<file path="src/rtl/lnr_pkg.sv">
// shared types and constants for the layer norm row unit
package lnr_pkg;

  // count width for row length and fill level
  localparam int CNT_W = 7;

  // configuration register indexes
  localparam logic [1:0] REG_ROW_LENGTH = 2'd0;
  localparam logic [1:0] REG_GAIN       = 2'd1;
  localparam logic [1:0] REG_EPSILON    = 2'd2;

  // reset values of the configuration registers
  localparam logic [6:0]         ROW_LENGTH_RST = 7'd64;
  localparam logic signed [15:0] GAIN_RST       = 16'sd4096;
  localparam logic [15:0]        EPSILON_RST    = 16'd168;

  // shared divider geometry
  localparam int QW = 63;
  localparam int VW = 33;
  localparam int SW = 6;

  // divider step counts for each job
  localparam logic [SW-1:0] MEAN_STEPS = 6'd22;
  localparam logic [SW-1:0] VAR_STEPS  = 6'd38;
  localparam logic [SW-1:0] RCP_STEPS  = 6'd63;

  // which job the shared divider runs
  typedef enum logic [1:0] {
    SEL_MEAN,
    SEL_VAR,
    SEL_RCP
  } div_sel_t;

  // controller states
  typedef enum logic [3:0] {
    S_IDLE,
    S_MEAN_GO,
    S_MEAN_WAIT,
    S_VAR_RD,
    S_VAR_DRAIN,
    S_VDIV_GO,
    S_VDIV_WAIT,
    S_RCP_GO,
    S_RCP_WAIT,
    S_SQRT_GO,
    S_SQRT_WAIT,
    S_OUT_RD,
    S_OUT_DRAIN
  } state_t;

  // controller to datapath commands
  typedef struct packed {
    logic             load;
    logic             acc_clr;
    logic             row_clr;
    logic             div_go;
    div_sel_t         div_sel;
    logic             sqrt_go;
    logic             rd_en;
    logic             rd_last;
    logic             out_pass;
    logic [CNT_W-1:0] rd_idx;
  } cmd_t;

  // datapath to controller status
  typedef struct packed {
    logic             row_full;
    logic             div_done;
    logic             sqrt_done;
    logic             pipe_busy;
    logic [CNT_W-1:0] n;
  } sts_t;

endpackage

</file>
<file path="src/rtl/lnr_ctrl.sv">
// controller: sequences load, statistics and output passes
module lnr_ctrl (
  input  logic          clk,
  input  logic          rst,
  input  logic          start,
  input  lnr_pkg::sts_t sts,
  output lnr_pkg::cmd_t cmd,
  output logic          busy
);

  lnr_pkg::state_t           state, state_next;
  logic [lnr_pkg::CNT_W-1:0] idx, idx_next;
  logic                      last;

  // state and index registers
  always_ff @(posedge clk) begin
    if (rst) begin
      state <= lnr_pkg::S_IDLE;
      idx   <= '0;
    end else begin
      state <= state_next;
      idx   <= idx_next;
    end
  end

  assign last = idx == (sts.n - 1'b1);
  assign busy = state != lnr_pkg::S_IDLE;

  // next state and commands
  always_comb begin
    state_next   = state;
    idx_next     = '0;
    cmd          = '0;
    cmd.div_sel  = lnr_pkg::SEL_MEAN;
    cmd.rd_idx   = idx;
    cmd.rd_last  = last;
    case (state)
      lnr_pkg::S_IDLE: begin
        cmd.load = start;
        if (start && sts.row_full) begin
          state_next = lnr_pkg::S_MEAN_GO;
        end
      end
      lnr_pkg::S_MEAN_GO: begin
        cmd.div_go  = 1'b1;
        cmd.acc_clr = 1'b1;
        state_next  = lnr_pkg::S_MEAN_WAIT;
      end
      lnr_pkg::S_MEAN_WAIT: begin
        if (sts.div_done) begin
          state_next = lnr_pkg::S_VAR_RD;
        end
      end
      lnr_pkg::S_VAR_RD: begin
        cmd.rd_en = 1'b1;
        if (last) begin
          state_next = lnr_pkg::S_VAR_DRAIN;
        end else begin
          idx_next = idx + 1'b1;
        end
      end
      lnr_pkg::S_VAR_DRAIN: begin
        if (!sts.pipe_busy) begin
          state_next = lnr_pkg::S_VDIV_GO;
        end
      end
      lnr_pkg::S_VDIV_GO: begin
        cmd.div_sel = lnr_pkg::SEL_VAR;
        cmd.div_go  = 1'b1;
        state_next  = lnr_pkg::S_VDIV_WAIT;
      end
      lnr_pkg::S_VDIV_WAIT: begin
        cmd.div_sel = lnr_pkg::SEL_VAR;
        if (sts.div_done) begin
          state_next = lnr_pkg::S_RCP_GO;
        end
      end
      lnr_pkg::S_RCP_GO: begin
        cmd.div_sel = lnr_pkg::SEL_RCP;
        cmd.div_go  = 1'b1;
        state_next  = lnr_pkg::S_RCP_WAIT;
      end
      lnr_pkg::S_RCP_WAIT: begin
        cmd.div_sel = lnr_pkg::SEL_RCP;
        if (sts.div_done) begin
          state_next = lnr_pkg::S_SQRT_GO;
        end
      end
      lnr_pkg::S_SQRT_GO: begin
        cmd.sqrt_go = 1'b1;
        state_next  = lnr_pkg::S_SQRT_WAIT;
      end
      lnr_pkg::S_SQRT_WAIT: begin
        if (sts.sqrt_done) begin
          state_next = lnr_pkg::S_OUT_RD;
        end
      end
      lnr_pkg::S_OUT_RD: begin
        cmd.rd_en    = 1'b1;
        cmd.out_pass = 1'b1;
        if (last) begin
          state_next = lnr_pkg::S_OUT_DRAIN;
        end else begin
          idx_next = idx + 1'b1;
        end
      end
      lnr_pkg::S_OUT_DRAIN: begin
        cmd.out_pass = 1'b1;
        if (!sts.pipe_busy) begin
          cmd.row_clr = 1'b1;
          state_next  = lnr_pkg::S_IDLE;
        end
      end
      default: begin
        state_next = lnr_pkg::S_IDLE;
      end
    endcase
  end

endmodule

</file>
<file path="config.mk">
export PLATFORM = sky130hd
export DESIGN_NAME = lnr_ctrl
export DESIGN_NICKNAME = d
export VERILOG_FILES = /design/src/rtl/lnr_pkg.sv /design/src/rtl/lnr_ctrl.sv
export SDC_FILE = /design/constraint.sdc
export NUM_CORES = 1
export LEC_CHECK = 0
export BUFFER_PORTS_ARGS = -buffer_cell sky130_fd_sc_hd__buf_2
export CAP_MARGIN = 0
export CORE_ASPECT_RATIO = 0.9
export CORE_MARGIN = 2
export CORE_UTILIZATION = 50
export DETAILED_ROUTE_END_ITERATION = 10
export GPL_ROUTABILITY_DRIVEN = 0
export PLACE_DENSITY = 0.79
export SYNTH_ARGS = -nofsm -noshare
export SYNTH_HDL_FRONTEND = slang
export SYNTH_SLANG_ARGS = --single-unit
</file>
<file path="constraint.sdc">
create_clock -name clk -period 2.3 [get_ports clk]
set_input_delay 0.115 -clock clk [delete_from_list [all_inputs] [get_ports clk]]
set_output_delay 0.115 -clock clk [all_outputs]
set_load 0.01 [all_outputs]
</file>
After elaboration in Yosys (flattened, before gate mapping). Index checks and enable logic that the tools add are counted.

Input bits: 14. Register bits after elaboration: 11. Word-level logic and storage cells: 56. Output and inout bits: 18.

Multiplexer cells: 19. Reduce and logical (&&, ||, !) cells: 10. Bitwise logic cells: 1. Equality and inequality tests: 22. Add/sub/neg operators: 2.

Operator list (number): one-hot mux 4 bit (13 select lines) (1); two-way mux 4 bit (9); == test 4 bit, second input constant (5); inequality test 2 bit, second input constant (9); == test 4 x 3 -> 1 bit, second input constant (4); AND reduction 9 bit (1); == test 4 x 2 -> 1 bit, second input constant (2); two-way mux 1 bit (8); OR reduction 2 bit (4); adder 7 x 1 -> 7 bit, second input constant (1); == test 7 bit (1); subtractor 7 x 1 -> 7 bit, second input constant (1); OR reduction 3 bit (2); == test 4 x 1 -> 1 bit, second input constant (1); zero test 4 bit (1); one-hot mux 2 bit (2 select lines) (1); nonzero test 4 bit (1); logical AND 1 bit (1); NOT 1 bit (1).

Longest topological paths before layout. Gate-level depths: netlist (run 1).

Depth in word-level cells: 4. Mapped depth: 9. Mapped depth without buffers: 7.

Least setup slack after synthesis (run 1). No wires, ideal clock.

Kind: in2out. Start: input sts[0] (netlist name). End: output cmd[8] (netlist name). Path slack: 0.524 ns. Stages: 9. Data required time: 2.185 ns. Buffers on the path: 2. Arrival: 1.661 ns. Cells stage by stage: clkbuf_2 inv_1 ha_1 o21bai_1 a211oi_1 a2111oi_4 nor2_2 and2_1 buf_4.

Word-level cells in the longest chain between the ends: 2.

RTL lines: from (decl) (line lnr_ctrl.sv:6) `input lnr_pkg::sts_t sts,`; subtractor 7 x 1 -> 7 bit (line lnr_ctrl.sv:26) `assign last = idx == (sts.n - 1'b1);`; == test 7 bit (line lnr_ctrl.sv:26); to (decl) (line lnr_ctrl.sv:7) `output lnr_pkg::cmd_t cmd,`.

Every way passes these cells.

==> results of run 1 <==
## cell families after synthesis
kind of cell / count (synthesis) / synth area share
and+or+nand+nor: 48 / 0.278
xor gates and xnor gates: 13 / 0.123
AOI/OAI and AO/OA: 34 / 0.267
adders and majority gates: 2 / 0.0254
buffers and inverters: 17 / 0.0723
muxes: 1 / 0.0114
DFF: 11 / 0.223
## cell type report
type	count	area [µm²]	share of cell area
multi-input cells	98	697	0.601
flip-flops and latches	11	220	0.190
repair buffers	31	155	0.134
well taps	25	31.3	0.0270
inverters	8	30.0	0.0259
clock buffers	4	26.3	0.0227
## path summary, 6_finish.rpt
path / to / slack (ns)
setup reg to reg: state[2] / 0.54
hold reg to reg: idx[0] / 0.55
hold / removal: state[0] / 0.18
setup / recovery: cmd[8] / 0.13
## state kept, by name (all words and copies together), names as in the netlist
| signal | cells |
|---|---|
| idx | 7 |
| state | 4 |
## cells in the mapped netlist, drive strengths merged
cell type / count / area [µm²]
and4b: 1 / 13.8
a211oi: 9 / 67.6
and2: 2 / 12.5
nand2b: 3 / 18.8
or3: 2 / 12.5
a311oi: 1 / 15.0
ha: 2 / 25.0
o22ai: 1 / 6.26
buf: 4 / 21.3
o21bai: 1 / 7.51
xnor2: 5 / 43.8
xor2: 8 / 77.6
nand3b: 1 / 7.51
o21ai: 6 / 30.0
nor2: 11 / 43.8
o32a: 1 / 10.0
clkbuf: 5 / 20.0
a2bb2oi: 1 / 8.76
a21oi: 6 / 30.0
a21bo: 1 / 10.0
a2111oi: 1 / 27.5
nand2: 6 / 22.5
and3: 1 / 6.26
a32oi: 1 / 8.76
inv: 8 / 30.0
dfxtp: 11 / 220
a21boi: 1 / 7.51
mux2: 1 / 11.3
nor3: 9 / 56.3
o32ai: 1 / 8.76
o211a: 1 / 10.0
o21a: 2 / 15.0
nor4: 4 / 25.0
nor4b: 2 / 23.8
nor2b: 1 / 6.26
nand3: 5 / 25.0
## power by group
group	leakage (nW)	internal, W	switching [W]
clock network	0.0150	0.0000672	0.0000677
registers	0.0893	0.000209	0.0000567
logic	0.378	0.000114	0.000147
total	0.482	0.000391	0.000272
## routing by layer
| metal | part of all wire | vias to the layer above | routed length, µm | global-route usage |
|---|---|---|---|---|
| met3 | 0.035 | 5 | 85 | 0.0260 |
| met2 | 0.47 | 24 | 1120 | 0.368 |
| met5 | 0 | - | 0 | 0 |
| met4 | 0.016 | 0 | 39 | 0.0865 |
| met1 | 0.48 | 455 | 1150 | 0.285 |
| li1 | - | 508 | - | - |
## stage by stage
stage          hold WS, ns  power (W)   util  instances  setup slack, ns
2_1_floorplan        0.270   0.000452      -        126            0.524
3_3_place_gp         0.452   0.000521  0.597        173            0.380
3_5_place_dp         0.455   0.000528  0.597        173            0.314
4_1_cts              0.173   0.000663  0.611        177            0.147
5_1_grt              0.198   0.000712  0.612        177          0.00617
6_report             0.182   0.000662  0.612        177            0.130
## worst max-delay path, stage by stage (launching register included)
cell and delay [ns]:
dfxtp_1 0.52, inv_1 0.13, nor4b_2 0.38, a2111oi_4 0.13
nor2_2 0.33, and2_1 0.18, buf_2 0.12
==> flow_metrics.env, run 1 <==
export IMPL_area_growth_pct=17.6
export IMPL_hold_buffers=0
export IMPL_design_core_area_um2=1900
export IMPL_cp_max_fo=10
export IMPL_die_h_um=46.1
export IMPL_synthesis_area_um2=986
export IMPL_status="complete, no violations"
export IMPL_worstSetupStartpoint="idx[5]"
export IMPL_dieArea_um2=2340
export IMPL_rsz0062_at_grt="false"
export IMPL_fp_row_count=15
export IMPL_clock_latency_ns=0.27
export IMPL_vias=992
export IMPL_synth_cells=126
export IMPL_timing_rr_start="state[1]"
export IMPL_critical_path_arrival_ns=2.06
export IMPL_clkTransAtPathRegs_ns=0.07
export IMPL_finalHoldViolCount=0
export IMPL_p_leak_nw=0.482
export IMPL_drt_pass1_iter_count=4
export IMPL_post_drt_wl_per_cell_um=13.5
export IMPL_max_freq_mhz=461
export IMPL_stdcell_area_um2=1160
export IMPL_maxCapViolations=0
export IMPL_setup_viol=0
export IMPL_avgSynthCellArea_um2=7.82
export IMPL_die_x_um=50.8
export IMPL_antenna_cells=0
export IMPL_first_global_vias=872
export IMPL_skew_ns=0.00419
export IMPL_gr_total_overflow=0
export IMPL_drt_first_iter_violations=11
export IMPL_tns_ns=0
export IMPL_dpl_hpwl_um=1810
export IMPL_synth_distinct_cells=43
export IMPL_fill_cells=191
export IMPL_synth_seq_area_share=0.223
export IMPL_critical_path_class="reg2out"
export IMPL_max_vdd_ir_drop_mv=0.438
export IMPL_postCtsResizedCells=0
export IMPL_place_area_um2=1130
export IMPL_r2r_cells=5
export IMPL_whs_path_depth=3
export IMPL_most_common_layout_cells="buf_2, dfxtp_1, nor2_1, a211oi_1"
export IMPL_drcViolationCount=0
export IMPL_drive_gt1_frac=0.289
export IMPL_clockBufferDepth=2
export IMPL_ant_nets=0
export IMPL_maxSlewViolCount=0
export IMPL_cts_sinks=11
export IMPL_yosys_register_bits=11
export IMPL_grt_pass1_wl_um=3820
export IMPL_crit_path_start_kind="register"
export IMPL_hp_start="rst"
export IMPL_pin_count=32
export IMPL_root_buffer="clkbuf_4"
export IMPL_fin_crit_sh=0.944
export IMPL_grt_max_degree=16
export IMPL_cts_tree="done"
export IMPL_required_ns=2.18
export IMPL_worst_slew_pin_transition_ns=0.483
export IMPL_cts_buffers=3
export IMPL_period_minus_slack_ns=2.17
export IMPL_endpoint_kind="primary output"
export IMPL_yosysWarnings=0
export IMPL_final_nets=169
export IMPL_syn_nets=142
export IMPL_portBuffers=31
export IMPL_power_density_nw_per_um2=571
export IMPL_final_common_cell="buf_2"
export IMPL_postCtsSetupBuffers=0
export IMPL_antenna_found_initial=0
export IMPL_routed_wirelength_um=2400
export IMPL_initial_core_util=0.520
export IMPL_htree_levels=1
export IMPL_grt_use_total=0.217
export IMPL_via_per_inst=5.60
export IMPL_hp_class="in2reg"
export IMPL_slew_headroom=0.678
Note: power is estimated with default switching activity, not from simulation.
==> run 2: changes to the inputs <==
--- a/config.mk
+++ b/config.mk
@@ -8,11 +8,11 @@
 export BUFFER_PORTS_ARGS = -buffer_cell sky130_fd_sc_hd__buf_2
 export CAP_MARGIN = 0
 export CORE_ASPECT_RATIO = 0.9
-export CORE_MARGIN = 2
 export CORE_UTILIZATION = 50
 export DETAILED_ROUTE_END_ITERATION = 10
 export GPL_ROUTABILITY_DRIVEN = 0
 export PLACE_DENSITY = 0.79
+export RECOVER_POWER = 50
 export SYNTH_ARGS = -nofsm -noshare
 export SYNTH_HDL_FRONTEND = slang
 export SYNTH_SLANG_ARGS = --single-unit
==> run 2 against run 1 <==
Against the previous run:
- via count up 3.0%
- design area shrank 0.22%
- count of clock-buffer cells in the layout down 1
- global-route usage rose by 3.1 points
- non-clock buffer count up 2
- critical path depth unchanged
- maximum frequency rose by 4.4%
- critical path type unchanged
- largest cell class unchanged
==> flow_metrics.env, run 2 (synthesis gave the netlist of run 1 again) <==
export IMPL_status="complete, no violations"
export IMPL_portBuffers=31
export IMPL_whs_path_depth=3
export IMPL_p_leak_nw=0.437
export IMPL_gr_total_overflow=0
export IMPL_drt_pass1_iter_count=4
export IMPL_r2r_cells=6
export IMPL_endpoint_kind="primary output"
export IMPL_ant_nets=0
export IMPL_postCtsSetupBuffers=0
export IMPL_antenna_found_initial=0
export IMPL_max_stage_delay_ns=0.48
export IMPL_cts_sinks=11
export IMPL_root_buffer="clkbuf_4"
export IMPL_post_drt_wl_per_cell_um=13.9
export IMPL_worstPathCellList="inv_1 -> nor4b_2 -> a2111oi_4 -> nor2_2 -> and2_1 -> buf_2"
export IMPL_maxCapViolations=0
export IMPL_dpl_hpwl_um=1970
export IMPL_die_h_um=44.1
export IMPL_largest_register_ffs=7
export IMPL_setup_slack_ns=0.222
export IMPL_area_growth_pct=17.4
export IMPL_comb_power_share=0.396
export IMPL_hold_buffers=0
export IMPL_htree_levels=1
export IMPL_antenna_cells=0
export IMPL_die_x_um=48.8
export IMPL_critical_path_arrival_ns=1.96
export IMPL_power_switching_w=0.000280
export IMPL_fin_crit_sh=0.904
export IMPL_p_sw_frac=0.422
export IMPL_fp_row_count=14
export IMPL_final_nets=171
export IMPL_postCtsResizedCells=0
export IMPL_drive_gt1_frac=0.214
export IMPL_initial_core_util=0.563
export IMPL_routed_wirelength_um=2480
export IMPL_clock_latency_ns=0.27
export IMPL_design_core_area_um2=1750
export IMPL_largestRegisters="idx (7), state (4)"
export IMPL_hp_class="in2reg"
export IMPL_regMostFlops="idx"
export IMPL_power_frac_seq=0.401
export IMPL_drcViolationCount=0
export IMPL_power_density_nw_per_um2=572
export IMPL_setup_viol=0
export IMPL_required_ns=2.18
export IMPL_critical_path_class="reg2out"
export IMPL_finalHoldViolCount=0
export IMPL_cp_slowest_cell="dfxtp_1"
export IMPL_slew_headroom=0.680
export IMPL_clockBufferDepth=2
export IMPL_drt_first_iter_violations=12
export IMPL_p_int_w=0.000382
export IMPL_cts_buffers=3
export IMPL_power_frac_clock=0.203
export IMPL_most_common_layout_cells="buf_2, clkbuf_1, dfxtp_1"
export IMPL_final_common_cell="buf_2"
export IMPL_cts_tree="done"
export IMPL_grt_busiest_layer="met2"
export IMPL_fin_util=0.661
export IMPL_dp_slack_ns=0.368
export IMPL_met1_usage=0.291
export IMPL_hold_ws_ns=0.168
export IMPL_crit_path_start_kind="register"
export IMPL_grt_max_degree=16
export IMPL_pin_count=32
export IMPL_cp_max_fo=8
export IMPL_first_global_vias=906
export IMPL_r2r_setup_slack_ns=0.45
export IMPL_maxSlewViolCount=0
export IMPL_max_vdd_ir_drop_mv=0.392
export IMPL_grt_use_total=0.248
export IMPL_period_minus_slack_ns=2.08
export IMPL_clkTransAtPathRegs_ns=0.07
export IMPL_use_met3=0.0550
export IMPL_max_freq_mhz=481
export IMPL_grt_pass1_wl_um=4010
export IMPL_skew_ns=0.00615
export IMPL_dieArea_um2=2150
export IMPL_rsz0062_at_grt="false"
export IMPL_via_per_inst=5.74
export IMPL_worst_slew_pin_transition_ns=0.480
export IMPL_use_met2=0.442
export IMPL_vias=1022
export IMPL_tns_ns=0
## run 2: cell types whose count changed in the layout (fill, tap and decap cells not counted)
| cell | before | now |
|---|---|---|
| clkinv_2 | 0 | 1 |
| buf_2 | 31 | 17 |
| buf_4 | 0 | 2 |
| clkbuf_1 | 1 | 14 |
## run 2: worst paths after layout
kind / to / startpoint
worst max-delay path: cmd[8] / idx[5]
worst min-delay path: state[0] / rst
worst max register to register: idx[5] / idx[6]
worst min register to register: idx[0] / idx[0]
## run 2: area by class of cell
cell class	instances	area, µm²
repair buffers	33	153
multi-input cells	98	697
flip-flops and latches	11	220
clock buffers	3	22.5
well taps	24	30.0
inverters	8	30.0
fillers	168	594
clock inverters	1	5.00
## run 2: per-stage QoR
stage	total power [W]	cell area (µm²)	cells
final	0.000662	1160	178
after global routing	0.000717	1160	178
after CTS	0.000669	1170	178
after detailed placement	0.000535	1140	174
after global placement	0.000525	1140	174
after floorplan	0.000452	986	126
## run 2: routing by layer
layer  part of all wire  vias up
li1                   -      517
met1               0.45      478
met2               0.50       23
met3              0.034        4
met4              0.012        0
met5                  0        -
## run 2: power groups by stage
| stage | Sequential, W | Combinational (W) | Clock (W) |
|---|---|---|---|
| 2_1_floorplan | 0.000230 | 0.000222 | 0 |
| 3_3_place_gp | 0.000269 | 0.000255 | 0 |
| 3_5_place_dp | 0.000270 | 0.000265 | 0 |
| 4_1_cts | 0.000264 | 0.000267 | 0.000138 |
| 5_1_grt | 0.000271 | 0.000298 | 0.000148 |
| 6_report | 0.000266 | 0.000262 | 0.000134 |
## run 2: critical path: cells and delay by family, from the launching register on
kind                   cells  cell delay, ns
and+or+nand+nor            3            0.85
buffers and inverters      2            0.23
AOI/OAI and AO/OA          1            0.13
DFF                        1            0.48
==> run 3: changes to the inputs <==
--- a/config.mk
+++ b/config.mk
@@ -5,13 +5,14 @@
 export SDC_FILE = /design/constraint.sdc
 export NUM_CORES = 1
 export LEC_CHECK = 0
+export ABC_AREA = 1
 export BUFFER_PORTS_ARGS = -buffer_cell sky130_fd_sc_hd__buf_2
 export CAP_MARGIN = 0
 export CORE_ASPECT_RATIO = 0.9
-export CORE_UTILIZATION = 50
+export CORE_UTILIZATION = 47
 export DETAILED_ROUTE_END_ITERATION = 10
 export GPL_ROUTABILITY_DRIVEN = 0
-export PLACE_DENSITY = 0.79
+export PLACE_DENSITY = 0.77
 export RECOVER_POWER = 50
 export SYNTH_ARGS = -nofsm -noshare
 export SYNTH_HDL_FRONTEND = slang
==> run 3 against run 2 <==
Against the previous run:
- maximum frequency rose by 29%
- clock power barely moved
- first-iteration DRC count rose by 92%
- setup slack improved by 0.47 ns
- register-to-register slack improved by 0.29 ns
- count of clock-buffer cells in the layout did not move
- sequential share of layout area rose by 2.3 points
- clock skew rose by 0.00066 ns
- critical path type unchanged
- largest cell class unchanged
==> flow_metrics.env, run 3 <==
export IMPL_antenna_cells=0
export IMPL_synth_edf_count=0
export IMPL_maxSlewViolCount=0
export IMPL_place_area_um2=1020
export IMPL_max_vdd_ir_drop_mv=0.628
export IMPL_fp_row_count=14
export IMPL_post_drt_wl_per_cell_um=9.40
export IMPL_die_x_um=46.7
export IMPL_stdcell_count=200
export IMPL_required_ns=2.18
export IMPL_yosys_register_bits=11
export IMPL_finalHoldViolCount=0
export IMPL_p_int_w=0.000416
export IMPL_postCtsResizedCells=0
export IMPL_skew_ns=0.00681
export IMPL_vias=939
export IMPL_design_core_area_um2=1680
export IMPL_fill_cells=187
export IMPL_p_leak_nw=0.534
export IMPL_hold_ws_ns=0.120
export IMPL_multi_input_area_um2=531
export IMPL_clkTransAtPathRegs_ns=0.08
export IMPL_whs_path_depth=4
export IMPL_postCtsSetupBuffers=0
export IMPL_yosys_area_top_type="dfxtp_1"
export IMPL_endpoint="cmd[8]"
export IMPL_critical_path_class="reg2out"
export IMPL_seqCellArea_um2=220
export IMPL_rsz0062_at_grt="false"
export IMPL_final_common_cell="nand2_1"
export IMPL_drive_gt1_frac=0.188
export IMPL_worst_slew_pin_transition_ns=0.368
export IMPL_most_common_layout_cells="nand2_1, nor2_1, buf_2"
export IMPL_grt_max_degree=8
export IMPL_portBuffers=31
export IMPL_dp_cells=196
export IMPL_slew_headroom=0.754
export IMPL_syn_nets=158
export IMPL_gr_total_overflow=0
export IMPL_initial_core_util=0.501
export IMPL_endpoint_kind="primary output"
export IMPL_hold_buffers=0
export IMPL_synthDominantCellAreaShare=0.261
export IMPL_power_switching_w=0.000343
export IMPL_area_growth_pct=22.3
export IMPL_drt_pass1_iter_count=6
export IMPL_status="complete, no violations"
export IMPL_crit_path_start_kind="register"
export IMPL_stdcell_area_um2=1030
export IMPL_grt_use_total=0.211
export IMPL_root_buffer="clkbuf_4"
export IMPL_power_w=0.000760
export IMPL_power_density_nw_per_um2=737
export IMPL_synthFlopType="dfxtp_1"
export IMPL_cts_buffers=3
export IMPL_worstSetupStartpoint="idx[5]"
export IMPL_regMostFlops="idx"
export IMPL_largest_register_ffs=7
export IMPL_via_per_inst=4.70
export IMPL_cts_tree="done"
export IMPL_period_minus_slack_ns=1.61
export IMPL_dieArea_um2=1970
export IMPL_cp_max_fo=4
export IMPL_r2r_end="state[3]"
export IMPL_avgSynthCellArea_um2=5.94
export IMPL_ant_nets=0
export IMPL_final_nets=193
export IMPL_fin_crit_sh=0.700
export IMPL_die_h_um=42.2
export IMPL_power_frac_clock=0.176
export IMPL_pin_count=32
export IMPL_drt_first_iter_violations=23
export IMPL_timing_rr_start="state[0]"
export IMPL_first_global_vias=764
export IMPL_synth_area_leaders="dfxtp_1, nand2_1, nor2_1"
export IMPL_clock_latency_ns=0.28
export IMPL_critical_path_arrival_ns=1.50
export IMPL_htree_levels=1
export IMPL_largestRegisters="idx (7), state (4)"
export IMPL_comb_power_share=0.496
export IMPL_drcViolationCount=0
export IMPL_clockBufferDepth=2
export IMPL_synth_cells=142
export IMPL_power_frac_seq=0.328
export IMPL_hp_start="rst"
export IMPL_tns_ns=0
export IMPL_async_flop_share=0
export IMPL_dpl_hpwl_um=1560
export IMPL_routed_wirelength_um=1880
export IMPL_max_freq_mhz=621
export IMPL_yosysMostFrequentCell="nand2_1"
export IMPL_grt_pass1_wl_um=2980
export IMPL_yosysWarnings=0
export IMPL_cts_sinks=11
export IMPL_r2r_setup_slack_ns=0.74
export IMPL_setup_viol=0
export IMPL_maxCapViolations=0
export IMPL_antenna_found_initial=0
export IMPL_p_sw_frac=0.452
export IMPL_r2r_cells=10
export IMPL_synthesis_area_um2=843
export IMPL_synth_common_cells="nand2_1, nor2_1, inv_1"
export IMPL_synth_seq_area_share=0.261
export IMPL_synth_distinct_cells=24
export IMPL_hp_class="in2reg"
[run 3: changes by cell type in the layout (fill, tap and decap cells not counted), sizes merged, moves of 3 or more]
cell and delta:
nor3 -6, nand3 +6, xnor2 -3, a211oi -9
nor2 +18, xor2 -4, nand2b -3, nand2 +34
nor4 -4, inv +13
[run 3: per-layer routing]
metal  wire length, µm  vias up  track usage
li1                  -      508            -
met1               948      396        0.288
met2               811       33        0.294
met3               111        2       0.0733
met4                 8        0       0.0914
met5                 0        -            0
[run 3: through the flow]
stage | utilization | setup slack [ns]
2_1_floorplan | - | 0.946
3_3_place_gp | 0.607 | 0.784
3_5_place_dp | 0.607 | 0.704
4_1_cts | 0.624 | 0.688
5_1_grt | 0.613 | 0.563
6_report | 0.613 | 0.690
[run 3: final cells by class]
class,count,area share
Timing Repair Buffer,31,0.136
Inverter,22,0.0801
Sequential cell,11,0.214
Clock buffer,3,0.0218
Tap cell,24,0.0291
Multi-Input combinational cell,108,0.515
Clock inverter,1,0.00485
[run 3: kinds of logic after synthesis]
group / count (synthesis) / synth area share
flops: 11 / 0.261
compound gates: 12 / 0.0757
xor+xnor: 6 / 0.0623
simple gates: 88 / 0.464
fa+ha+maj: 2 / 0.0297
buf+inv: 23 / 0.107
[run 3: power groups by stage]
stage / sequential (W) / clock (W) / combinational [W]
2_1_floorplan: 0.000249 / 0 / 0.000278
5_1_grt: 0.000252 / 0.000148 / 0.000425
3_5_place_dp: 0.000256 / 0 / 0.000381
4_1_cts: 0.000251 / 0.000140 / 0.000382
6_report: 0.000249 / 0.000134 / 0.000377
3_3_place_gp: 0.000254 / 0 / 0.000373
[run 3: worst min-delay path by stage]
| stage | endpoint | slack (ns) |
|---|---|---|
| 2_1_floorplan | cmd[14] | 0.28 |
| 3_3_place_gp | state[0] | 0.39 |
| 3_5_place_dp | state[0] | 0.41 |
| 4_1_cts | state[0] | 0.11 |
| 5_1_grt | state[0] | 0.12 |
| 6_report | state[0] | 0.12 |
[run 3: worst max-delay path, cell delays in order (launching register included)]
cell and delay (ns):
dfxtp_1 0.40, xor2_1 0.20, nand2_1 0.08, nand2_1 0.07
nand2_1 0.05, nor2_1 0.11, nand2_1 0.11, inv_1 0.08
buf_2 0.13
